**config.mk**
```make
export PLATFORM = sky130hd
export DESIGN_NAME = thermistor_adc_to_temperature
export DESIGN_NICKNAME = d
export VERILOG_FILES = /design/src/rtl/tat_pkg.sv /design/src/rtl/tat_search.sv /design/src/rtl/tat_interp.sv /design/src/rtl/tat_div.sv /design/src/rtl/thermistor_adc_to_temperature.sv
export VERILOG_INCLUDE_DIRS = /design/src /design/src/rtl
export SDC_FILE = /design/constraint.sdc
export NUM_CORES = 1
export LEC_CHECK = 0
export BUFFER_PORTS_ARGS = -buffer_cell sky130_fd_sc_hd__buf_2
export CELL_PAD_IN_SITES_DETAIL_PLACEMENT = 1
export CELL_PAD_IN_SITES_GLOBAL_PLACEMENT = 1
export CORE_MARGIN = 4
export CORE_UTILIZATION = 30
export DETAILED_ROUTE_END_ITERATION = 8
export GPL_TIMING_DRIVEN = 0
export HOLD_SLACK_MARGIN = 0.08
export PLACE_DENSITY_LB_ADDON = 0.08
export SYNTH_ARGS = -nofsm -noshare
export SYNTH_HDL_FRONTEND = slang
export SYNTH_HIERARCHICAL = 1
export SYNTH_SLANG_ARGS = --single-unit
```
**constraint.sdc**
```tcl
create_clock -name clk -period 7.1 [get_ports clk]
set_clock_uncertainty 0.2 [all_clocks]
set_input_delay 1.065 -clock clk [delete_from_list [all_inputs] [get_ports clk]]
set_output_delay 1.065 -clock clk [all_outputs]
set_load 0.05 [all_outputs]
```
**src/rtl/assert_macros.svh**
```systemverilog
// Assertion macros used by the top-level RTL file to check its own logic.
`ifndef ASSERT_MACROS_SVH
`define ASSERT_MACROS_SVH

// The consequent must hold in the same cycle as the antecedent.
`define ASSERT_SAME(label, clk, rst_n, ante, cons, msg) \
	label: assert property (@(posedge clk) disable iff (!rst_n) (ante) |-> (cons)) \
		else $error(msg);

// The consequent must hold in the cycle after the antecedent.
`define ASSERT_NEXT(label, clk, rst_n, ante, cons, msg) \
	label: assert property (@(posedge clk) disable iff (!rst_n) (ante) |=> (cons)) \
		else $error(msg);

`endif

```
**src/rtl/tat_pkg.sv**
```systemverilog
// Package with the lookup table, widths and stage payload types of the thermistor converter.
`default_nettype none

package tat_pkg;

	localparam int ADC_BITS   = 10;
	localparam int TEMP_BITS  = 10;
	localparam int NUM_POINTS = 16;
	localparam int IDX_BITS   = $clog2(NUM_POINTS);
	localparam int DEN_BITS   = 6;
	localparam int DT_BITS    = 6;
	localparam int NUM_BITS   = DT_BITS + DEN_BITS;
	localparam int Q_BITS     = 6;
	localparam int SH_BITS    = $clog2(Q_BITS);

	typedef logic [ADC_BITS-1:0]         adc_t;
	typedef logic signed [TEMP_BITS-1:0] temp_t;
	typedef logic [IDX_BITS-1:0]         idx_t;
	typedef logic [SH_BITS-1:0]          shift_t;

	localparam adc_t LUT_A [NUM_POINTS] = '{
		10'd950, 10'd928, 10'd900, 10'd867,
		10'd828, 10'd784, 10'd735, 10'd681,
		10'd626, 10'd569, 10'd512, 10'd457,
		10'd404, 10'd355, 10'd310, 10'd270
	};

	localparam temp_t LUT_T [NUM_POINTS] = '{
		-10'sd250, -10'sd200, -10'sd150, -10'sd100,
		-10'sd50,  10'sd0,    10'sd50,   10'sd100,
		10'sd150,  10'sd200,  10'sd250,  10'sd300,
		10'sd350,  10'sd400,  10'sd450,  10'sd500
	};

	localparam temp_t TEMP_MIN = LUT_T[0];
	localparam temp_t TEMP_MAX = LUT_T[NUM_POINTS-1];

	typedef struct packed {
		adc_t reading;
		logic lo;
		logic hi;
		idx_t seg;
	} srch_t;

	typedef struct packed {
		temp_t               base;
		logic [NUM_BITS-1:0] rem;
		logic [DEN_BITS-1:0] den;
		logic [Q_BITS-1:0]   quo;
	} dwork_t;

endpackage

`default_nettype wire

```
**src/rtl/tat_search.sv**
```systemverilog
// Segment search stage: compares the reading against every table point.
`default_nettype none

module tat_search import tat_pkg::*; (
	input  logic  clk,
	input  logic  arst_n,
	input  logic  in_valid,
	output logic  in_ready,
	input  adc_t  adc_value,
	output logic  out_valid,
	input  logic  out_ready,
	output srch_t out_data
);

	logic [NUM_POINTS-1:0] gt;
	srch_t                 nxt;
	logic                  vld_s1;
	srch_t                 data_s1;

	always_comb begin
		for (int k = 0; k < NUM_POINTS; k++) begin
			gt[k] = adc_value > LUT_A[k];
		end
		nxt.reading = adc_value;
		nxt.lo      = gt[0];
		nxt.hi      = !gt[NUM_POINTS-1];
		nxt.seg     = '0;
		for (int k = 0; k < NUM_POINTS - 1; k++) begin
			if (!gt[k] && gt[k+1]) begin
				nxt.seg = nxt.seg | IDX_BITS'(k);
			end
		end
	end

	assign in_ready  = !vld_s1 || out_ready;
	assign out_valid = vld_s1;
	assign out_data  = data_s1;

	always_ff @(posedge clk or negedge arst_n) begin
		if (!arst_n) begin
			vld_s1 <= 1'b0;
		end else if (in_ready) begin
			vld_s1 <= in_valid;
		end
	end

	always_ff @(posedge clk) begin
		if (in_valid && in_ready) begin
			data_s1 <= nxt;
		end
	end

endmodule

`default_nettype wire

```
**src/rtl/tat_interp.sv**
```systemverilog
// Interpolation setup stage: table lookup of the segment and the numerator product.
`default_nettype none

module tat_interp import tat_pkg::*; (
	input  logic   clk,
	input  logic   arst_n,
	input  logic   in_valid,
	output logic   in_ready,
	input  srch_t  in_data,
	output logic   out_valid,
	input  logic   out_ready,
	output dwork_t out_data
);

	idx_t                seg_nx;
	adc_t                adc_drop;
	adc_t                span;
	temp_t               step;
	logic [DEN_BITS-1:0] drop_n;
	logic [DT_BITS-1:0]  step_n;
	logic [NUM_BITS-1:0] prod;
	dwork_t              nxt;
	logic                vld_s2;
	dwork_t              data_s2;

	always_comb begin
		seg_nx   = in_data.seg + IDX_BITS'(1);
		adc_drop = LUT_A[in_data.seg] - in_data.reading;
		span     = LUT_A[in_data.seg] - LUT_A[seg_nx];
		step     = LUT_T[seg_nx] - LUT_T[in_data.seg];
		drop_n   = adc_drop[DEN_BITS-1:0];
		step_n   = step[DT_BITS-1:0];
		prod     = NUM_BITS'(step_n) * NUM_BITS'(drop_n);

		nxt.quo = '0;
		if (in_data.lo) begin
			nxt.base = TEMP_MIN;
			nxt.rem  = '0;
			nxt.den  = DEN_BITS'(1);
		end else if (in_data.hi) begin
			nxt.base = TEMP_MAX;
			nxt.rem  = '0;
			nxt.den  = DEN_BITS'(1);
		end else begin
			nxt.base = LUT_T[in_data.seg];
			nxt.rem  = prod;
			nxt.den  = span[DEN_BITS-1:0];
		end
	end

	assign in_ready  = !vld_s2 || out_ready;
	assign out_valid = vld_s2;
	assign out_data  = data_s2;

	always_ff @(posedge clk or negedge arst_n) begin
		if (!arst_n) begin
			vld_s2 <= 1'b0;
		end else if (in_ready) begin
			vld_s2 <= in_valid;
		end
	end

	always_ff @(posedge clk) begin
		if (in_valid && in_ready) begin
			data_s2 <= nxt;
		end
	end

endmodule

`default_nettype wire

```
**src/rtl/tat_div.sv**
```systemverilog
// Pipelined restoring divider: three stages of two quotient bits each.
`default_nettype none

module tat_div import tat_pkg::*; (
	input  logic   clk,
	input  logic   arst_n,
	input  logic   in_valid,
	output logic   in_ready,
	input  dwork_t in_data,
	output logic   out_valid,
	input  logic   out_ready,
	output dwork_t out_data
);

	function automatic dwork_t div_bit(input dwork_t w, input shift_t sh);
		logic [NUM_BITS-1:0] trial;
		dwork_t              r;
		trial = NUM_BITS'(w.den) << sh;
		r     = w;
		if (w.rem >= trial) begin
			r.rem = w.rem - trial;
			r.quo = {w.quo[Q_BITS-2:0], 1'b1};
		end else begin
			r.quo = {w.quo[Q_BITS-2:0], 1'b0};
		end
		return r;
	endfunction

	function automatic dwork_t div_pair(input dwork_t w, input shift_t sh);
		return div_bit(div_bit(w, sh), sh - shift_t'(1));
	endfunction

	dwork_t nxt_s3;
	dwork_t nxt_s4;
	dwork_t nxt_s5;
	logic   vld_s3;
	logic   vld_s4;
	logic   vld_s5;
	dwork_t data_s3;
	dwork_t data_s4;
	dwork_t data_s5;
	logic   rdy_s3;
	logic   rdy_s4;
	logic   rdy_s5;

	always_comb begin
		nxt_s3 = div_pair(in_data, shift_t'(Q_BITS - 1));
		nxt_s4 = div_pair(data_s3, shift_t'(Q_BITS - 3));
		nxt_s5 = div_pair(data_s4, shift_t'(Q_BITS - 5));
	end

	assign rdy_s5    = !vld_s5 || out_ready;
	assign rdy_s4    = !vld_s4 || rdy_s5;
	assign rdy_s3    = !vld_s3 || rdy_s4;
	assign in_ready  = rdy_s3;
	assign out_valid = vld_s5;
	assign out_data  = data_s5;

	always_ff @(posedge clk or negedge arst_n) begin
		if (!arst_n) begin
			vld_s3 <= 1'b0;
			vld_s4 <= 1'b0;
			vld_s5 <= 1'b0;
		end else begin
			if (rdy_s3) begin
				vld_s3 <= in_valid;
			end
			if (rdy_s4) begin
				vld_s4 <= vld_s3;
			end
			if (rdy_s5) begin
				vld_s5 <= vld_s4;
			end
		end
	end

	always_ff @(posedge clk) begin
		if (in_valid && rdy_s3) begin
			data_s3 <= nxt_s3;
		end
		if (vld_s3 && rdy_s4) begin
			data_s4 <= nxt_s4;
		end
		if (vld_s4 && rdy_s5) begin
			data_s5 <= nxt_s5;
		end
	end

endmodule

`default_nettype wire

```
**src/rtl/thermistor_adc_to_temperature.sv**
```systemverilog
// Top level of the thermistor ADC reading to temperature converter.
//
// Each 10-bit reading becomes a temperature in tenths of a degree Celsius, -250 to 500,
// by linear interpolation in a fixed 16-point table; readings outside the table clamp
// to its end points. While the output is not stalled, the block accepts one reading every
// cycle; each result passes through six register stages: one stage searches the table,
// one forms the interpolation product, three stages of a restoring divider take two
// quotient bits each, and the output register adds the offset to the segment base.
// Ready of every stage follows from the stage after it, so empty stages keep taking
// beats while a finished result waits at the output.
`default_nettype none

`include "assert_macros.svh"

module thermistor_adc_to_temperature import tat_pkg::*; (
	input  logic                        clk,
	input  logic                        arst_n,
	input  logic                        in_valid,
	output logic                        in_ready,
	input  logic [ADC_BITS-1:0]         adc_value,
	output logic                        out_valid,
	input  logic                        out_ready,
	output logic signed [TEMP_BITS-1:0] temperature
);

	logic   srch_valid;
	logic   srch_ready;
	srch_t  srch;
	logic   interp_valid;
	logic   interp_ready;
	dwork_t interp;
	logic   div_valid;
	logic   div_ready;
	dwork_t div_res;
	logic   vld_s6;
	temp_t  temp_s6;

	tat_search u_search (
		.clk       (clk),
		.arst_n    (arst_n),
		.in_valid  (in_valid),
		.in_ready  (in_ready),
		.adc_value (adc_value),
		.out_valid (srch_valid),
		.out_ready (srch_ready),
		.out_data  (srch)
	);

	tat_interp u_interp (
		.clk       (clk),
		.arst_n    (arst_n),
		.in_valid  (srch_valid),
		.in_ready  (srch_ready),
		.in_data   (srch),
		.out_valid (interp_valid),
		.out_ready (interp_ready),
		.out_data  (interp)
	);

	tat_div u_div (
		.clk       (clk),
		.arst_n    (arst_n),
		.in_valid  (interp_valid),
		.in_ready  (interp_ready),
		.in_data   (interp),
		.out_valid (div_valid),
		.out_ready (div_ready),
		.out_data  (div_res)
	);

	assign div_ready   = !vld_s6 || out_ready;
	assign out_valid   = vld_s6;
	assign temperature = temp_s6;

	always_ff @(posedge clk or negedge arst_n) begin
		if (!arst_n) begin
			vld_s6 <= 1'b0;
		end else if (div_ready) begin
			vld_s6 <= div_valid;
		end
	end

	always_ff @(posedge clk) begin
		if (div_valid && div_ready) begin
			temp_s6 <= div_res.base + temp_t'({{(TEMP_BITS-Q_BITS){1'b0}}, div_res.quo});
		end
	end

	`ASSERT_SAME(a_out_range, clk, arst_n, out_valid,
		(temperature >= TEMP_MIN) && (temperature <= TEMP_MAX),
		"temperature beat outside the table range")
	`ASSERT_SAME(a_ready_when_empty, clk, arst_n, !out_valid, in_ready,
		"input stalled while the output stage is empty")
	`ASSERT_SAME(a_clamp_excl, clk, arst_n, srch_valid, !(srch.lo && srch.hi),
		"search stage flags both clamps")
	`ASSERT_SAME(a_quo_range, clk, arst_n, div_valid, div_res.quo < Q_BITS'(50),
		"interpolation offset exceeds one segment")

endmodule

`default_nettype wire
```
==> results_tabular.tex, run 1 <==
\begin{tabular}{lr}
\hline
Metric & Value \\
\hline
\multicolumn{2}{l}{\textbf{Floorplanning}} \\
Vertical die dimension & 186 um \\
Io pins & 26 \\
Area of the placeable core & 30900 um2 \\
Die Footprint & 34600 um2 \\
Number of rows in the core area & 64 \\
Starting density of the core & 30.8\% \\
Die span in x & 186 um \\
\multicolumn{2}{l}{\textbf{Place}} \\
Pre-CTS setup slack & -0.308 ns \\
DP HPWL & 16800 um \\
Placed standard-cell area & 10100 um2 \\
Count of buffers from port buffering & 23 \\
Count of placed standard cells including taps & 1331 \\
Final weighted congestion in routability-driven placement & 0.781 \\
\multicolumn{2}{l}{\textbf{Global route}} \\
Number of antenna violations at the first check in global routing & 0 \\
Total Routing Usage GR & 13.0\% \\
Number of global-route vias before repair & 7155 \\
Global-route wire length before repair & 36100 um \\
Maximum number of pins on one net before global-route repair & 33 \\
GRT Residual Overflow & 0 \\
\multicolumn{2}{l}{\textbf{STA}} \\
Setup-failing EPs final & 0 \\
Final Max Slew Viols & 0 \\
Final worst setup slack & 0.500 ns \\
Final number of hold-violating endpoints & 0 \\
Share of the clock period used by the worst path & 93.0\% \\
Unrepaired setup endpoints after global routing & false \\
Highest clock frequency the design can meet & 152 MHz \\
Min Hold Slack & 0.212 ns \\
Minimum clock period after layout & 6.60 ns \\
Pin slew with the least headroom to its limit & 1.28 ns \\
Relative max-transition margin & 14.8\% \\
Setup Total Neg Slack & 0 ns \\
\multicolumn{2}{l}{\textbf{Detailed routing}} \\
First-iteration detailed-routing DRC count & 168 \\
Total vias in the final route & 6693 \\
Count of TritonRoute iterations in the first routing pass & 4 \\
Vias per cell & 4.90 \\
Wirelength per Cell & 15.4 um \\
Post-detailed-route DRC marker count & 0 \\
Drt total wl & 21100 um \\
Number of nets with antenna violations after detailed routing & 0 \\
\multicolumn{2}{l}{\textbf{Yosys}} \\
Post-synthesis cell count & 909 \\
Total number of yosys warnings & 6 \\
Average cell area after synthesis & 10.5 um2 \\
Post-synthesis instance area & 9520 um2 \\
\multicolumn{2}{l}{\textbf{Setup path}} \\
R2R Setup Slk & 0.50 ns \\
Largest fanout on the critical path & 10 \\
Kind of start point of the critical path & flip-flop \\
Critical path's slowest cell & fa\_1 \\
Critical Path End Type & flip-flop \\
CP dominant cell by count & ha\_1 \\
Arrival time at the worst endpoint & 6.54 ns \\
Data required time at the worst endpoint & 7.04 ns \\
Type of the worst setup path & flip-flop to flip-flop \\
Slowest stage delay, CP & 0.53 ns \\
\multicolumn{2}{l}{\textbf{Clock network}} \\
Depth of the CTS H-tree & 4 \\
Buffer type at the clock tree root & clkbuf\_16 \\
Number of buffers on the longest clock path & 2 \\
Worst skew pair latency & 0.42 ns \\
Total clock buffers created by CTS & 17 \\
Clock slew seen by the registers of the worst setup and hold paths & 0.07 ns \\
Clock sink count & 132 \\
TritonCTS clock tree & done \\
Post-cts hold buffer count & 0 \\
\multicolumn{2}{l}{\textbf{Pwr}} \\
Largest vdd supply drop & 0.364 mV \\
Total power after layout & 5.57 mW \\
Static leakage power & 4.38 nW \\
Total power per unit cell area & 514 nW/um2 \\
\multicolumn{2}{l}{\textbf{Cells and area}} \\
Most common cell after layout, fill and taps aside & edfxtp\_1 \\
Post-route standard cell area excluding fillers & 10800 um2 \\
Synth-to-Final Area Change & 13.8\% \\
Antenna cell count & 0 \\
Filler-free cell count of the finished design & 1367 \\
Commonest cells after routing, fill and taps aside & edfxtp\_1 (126), inv\_1 (94), ha\_1 (84), nor2\_1 (78), a21oi\_1 (57) \\
End-of-flow core utilization & 35.1\% \\
Share of post-route cells with drive strength above 1 & 14.5\% \\
Nets & 1075 \\
\multicolumn{2}{l}{\textbf{Hold path}} \\
Worst hold path class & flip-flop to flip-flop \\
\multicolumn{2}{l}{\textbf{Outcome}} \\
Outcome & completed \\
\multicolumn{2}{l}{\textbf{Job}} \\
Number of max-cap violations & 0 \\
\hline
\end{tabular}
[power breakdown]
group	switching [mW]	internal, mW
Clock	0.380	0.541
Combinational	1.84	1.48
Sequential	0.112	1.22
[registers in the layout, summed over array words and instances (netlist names)]
name                flops
u_div/out_data         16
u_div/vld_s4            1
u_interp/out_data      26
u_div/vld_s3            1
u_div/data_s4          32
u_interp/out_valid      1
u_search/out_data      12
u_div/data_s3          30
temperature            10
u_div/out_valid         1
out_valid               1
u_search/out_valid      1
[worst paths after layout]
path | endpoint | cells after the start | from
min in group asynchronous | u_div/vld_s3 | 1 | arst_n
max | u_interp/out_data[22] | 26 | u_search/out_data[2]
min reg2reg | u_div/data_s4[32] | 0 | u_div/data_s3[32]
max reg2reg | u_interp/out_data[22] | 26 | u_search/out_data[2]
min | u_div/data_s4[32] | 0 | u_div/data_s3[32]
max in group asynchronous | u_interp/out_valid | 1 | arst_n
[final cells by class]
class	count	area, um2
buffer	30	194
clock buffer	17	425
clock inverter	15	206
fill	3467	20100
inverter	98	372
multi-input combinational	652	5060
sequential	132	3930
tap	396	495
timing repair buffer	27	145
[worst max-delay path, delay by kind of cell, from the launching register on]
family	cells	cell delay (ns)
fa+ha+maj	6	2.19
compound gates	8	1.46
buf+inv	8	1.16
simple gates	2	0.63
flops	1	0.34
mux	1	0.19
xor+xnor	1	0.15
[layer usage]
metal,vias up,part of all wire [%],track usage (%)
met5,-,0,0
met4,0,0.82,2.94
met3,11,1.9,2.03
met2,50,50,23.5
met1,3250,47,16.4
li1,3382,-,-
[what timing repair did]
item	CTS	global route
setup buffers	2	2
cloned	0	0
resized for setup	2	14
setup endpoints to repair	2	3
pin swaps	0	1
Note: power is estimated with default switching activity, not from simulation.
==> run 2: changes to the inputs <==
- CTS_CLUSTER_SIZE: default -> 14
- GPL_ROUTABILITY_DRIVEN: default -> 0
- clock period: 7.1 -> 6.9 ns (I/O delays scaled with it)
==> run 2 against run 1 <==
Non-clock buffer count is the same. Worst hold slack is essentially flat. Worst setup slack got worse by 0.091 ns. Sequential power up 3%. Combinational power increased by 4%. Wire length grew 0.13%. Flip-flop and latch count did not move. Critical path depth unchanged. Final cell count unchanged. First-iteration DRC count decreased by 5.4%. Register-to-register slack lost 0.09 ns. Critical path type unchanged. Highest routed layer unchanged.
==> results_tabular.tex, run 2 (same netlist as run 1, synthesis figures left out) <==
\begin{tabular}{lr}
\hline
Metric & Value \\
\hline
\multicolumn{2}{l}{\textbf{Cells and area}} \\
Register with the most flip-flops & u\_div/data\_s4 \\
End-of-flow core utilization & 35.1\% \\
Antenna cell count & 0 \\
Number of fill cells & 3462 \\
Number of flip-flops in the largest register & 32 \\
Share of post-route cells with drive strength above 1 & 14.9\% \\
Nets & 1075 \\
Synth-to-Final Area Change & 14.1\% \\
Most common cell after layout, fill and taps aside & edfxtp\_1 \\
Commonest cells after routing, fill and taps aside & edfxtp\_1 (126), inv\_1 (94), ha\_1 (84), nor2\_1 (78), a21oi\_1 (56) \\
Post-route standard cell area excluding fillers & 10900 um2 \\
\multicolumn{2}{l}{\textbf{Global route}} \\
Global-route wire length before repair & 36200 um \\
Total Routing Usage GR & 13.0\% \\
Number of antenna violations at the first check in global routing & 0 \\
Maximum number of pins on one net before global-route repair & 33 \\
Number of global-route vias before repair & 7158 \\
GRT Residual Overflow & 0 \\
\multicolumn{2}{l}{\textbf{Setup path}} \\
Critical path destination & u\_interp/out\_data[22] \\
Slowest stage delay, CP & 0.53 ns \\
Critical path's slowest cell & fa\_1 \\
Buf+Inv Stages, Crit Path & 8 \\
R2R Setup Slk & 0.41 ns \\
Data required time at the worst endpoint & 6.84 ns \\
Worst r2r dst & u\_interp/out\_data[22] \\
Beginning of the worst register-to-register path & u\_search/out\_data[2] \\
CP dominant cell by count & ha\_1 \\
Critical Path End Type & flip-flop \\
Arrival time at the worst endpoint & 6.43 ns \\
Length in cells of the worst reg-to-reg path & 26 \\
Kind of start point of the critical path & flip-flop \\
Launching element of the worst setup path & u\_search/out\_data[2] \\
Delay-heaviest family, CP & adder cells \\
Type of the worst setup path & flip-flop to flip-flop \\
Logic depth of the worst path, buffers included & 26 \\
Largest fanout on the critical path & 10 \\
\multicolumn{2}{l}{\textbf{Job}} \\
Number of max-cap violations & 0 \\
\multicolumn{2}{l}{\textbf{STA}} \\
Share of the clock period used by the worst path & 94.1\% \\
Highest clock frequency the design can meet & 154 MHz \\
Setup-failing EPs final & 0 \\
Relative max-transition margin & 14.8\% \\
Minimum clock period after layout & 6.49 ns \\
Final number of hold-violating endpoints & 0 \\
Pin slew with the least headroom to its limit & 1.28 ns \\
Final Max Slew Viols & 0 \\
Min Hold Slack & 0.212 ns \\
\multicolumn{2}{l}{\textbf{Detailed routing}} \\
First-iteration detailed-routing DRC count & 159 \\
Count of TritonRoute iterations in the first routing pass & 4 \\
Drt total wl & 21100 um \\
Post-detailed-route DRC marker count & 0 \\
Wirelength per Cell & 15.5 um \\
Number of nets with antenna violations after detailed routing & 0 \\
Vias per cell & 4.90 \\
Total vias in the final route & 6700 \\
\multicolumn{2}{l}{\textbf{Clock network}} \\
TritonCTS clock tree & done \\
Clock slew seen by the registers of the worst setup and hold paths & 0.07 ns \\
Depth of the CTS H-tree & 4 \\
Buffer type at the clock tree root & clkbuf\_16 \\
Number of buffers on the longest clock path & 2 \\
Clock sink count & 132 \\
Total clock buffers created by CTS & 17 \\
Worst skew pair latency & 0.42 ns \\
\multicolumn{2}{l}{\textbf{Place}} \\
Count of buffers from port buffering & 23 \\
DP HPWL & 16800 um \\
Placed standard-cell area & 10100 um2 \\
\multicolumn{2}{l}{\textbf{Floorplanning}} \\
Die span in x & 186 um \\
Starting density of the core & 30.8\% \\
Vertical die dimension & 186 um \\
Number of rows in the core area & 64 \\
Die Footprint & 34600 um2 \\
Io pins & 26 \\
Area of the placeable core & 30900 um2 \\
\multicolumn{2}{l}{\textbf{Pwr}} \\
Int Pwr & 3.35 mW \\
Clock power share & 16.5\% \\
Static leakage power & 4.40 nW \\
Comb pwr share & 59.7\% \\
Largest vdd supply drop & 0.383 mV \\
Switching power share of the total & 41.8\% \\
Net Switching & 2.41 mW \\
Sequential share of power & 23.8\% \\
Total power per unit cell area & 530 nW/um2 \\
\multicolumn{2}{l}{\textbf{Outcome}} \\
Outcome & completed \\
\multicolumn{2}{l}{\textbf{Hold path}} \\
Worst hold path class & flip-flop to flip-flop \\
\hline
\end{tabular}
[run 2: worst min-delay path by stage]
stage | from | end | depth (start not counted)
5_1_grt | arst_n | u_div/vld_s3 | 1
3_5_place_dp | u_interp/out_data[31] | u_div/data_s3[31] | 0
2_1_floorplan | u_interp/out_data[25] | u_div/data_s3[25] | 0
4_1_cts | arst_n | u_div/vld_s3 | 1
3_3_place_gp | u_interp/out_data[33] | u_div/data_s3[33] | 0
6_report | u_div/data_s3[32] | u_div/data_s4[32] | 0
[run 2: what timing repair did]
action                                  in CTS  in global routing
hold buffers                                 0                  0
gates resized for setup                      5                 18
cloned                                       0                  0
pin swaps                                    1                  1
endpoints found under the setup margin       4                  3
buffers inserted                             2                  2
[run 2: layer usage]
metal	vias to the layer above	global-route usage, %	part of all wire (%)
met5	-	0	0
met2	48	23.6	50
met3	11	2.03	1.9
met4	0	2.94	0.82
li1	3381	-	-
met1	3260	16.4	47
[run 2: power groups by stage]
| stage | logic, mW | registers (mW) | clock network, mW |
|---|---|---|---|
| 3_3_place_gp | 3.45 | 1.39 | 0 |
| 4_1_cts | 3.50 | 1.38 | 0.979 |
| 3_5_place_dp | 3.46 | 1.40 | 0 |
| 2_1_floorplan | 2.71 | 1.42 | 0 |
| 5_1_grt | 3.98 | 1.40 | 1.02 |
| 6_report | 3.44 | 1.37 | 0.948 |
[run 2: through the flow]
stage	worst slack (ns)	setup TNS, ns	std cells	power (mW)
finish	0.409	0	1367	5.76
global route	-0.0137	-0.0137	1367	6.41
CTS	0.0505	0	1365	5.86
detailed placement	-0.508	-1.14	1331	4.86
global placement	-0.505	-1.15	1331	4.84
floorplan	0.513	0	912	4.13
[run 2: area by class of cell]
cell class	count	area, um2	share of cell area [%]
plain buffers	30	208	1.91
repair buffers	27	145	1.34
well taps	396	495	4.56
clock buffers	17	425	3.92
inverters	98	372	3.42
flip-flops and latches	132	3930	36.2
clock inverters	15	206	1.90
multi-input cells	652	5070	46.7
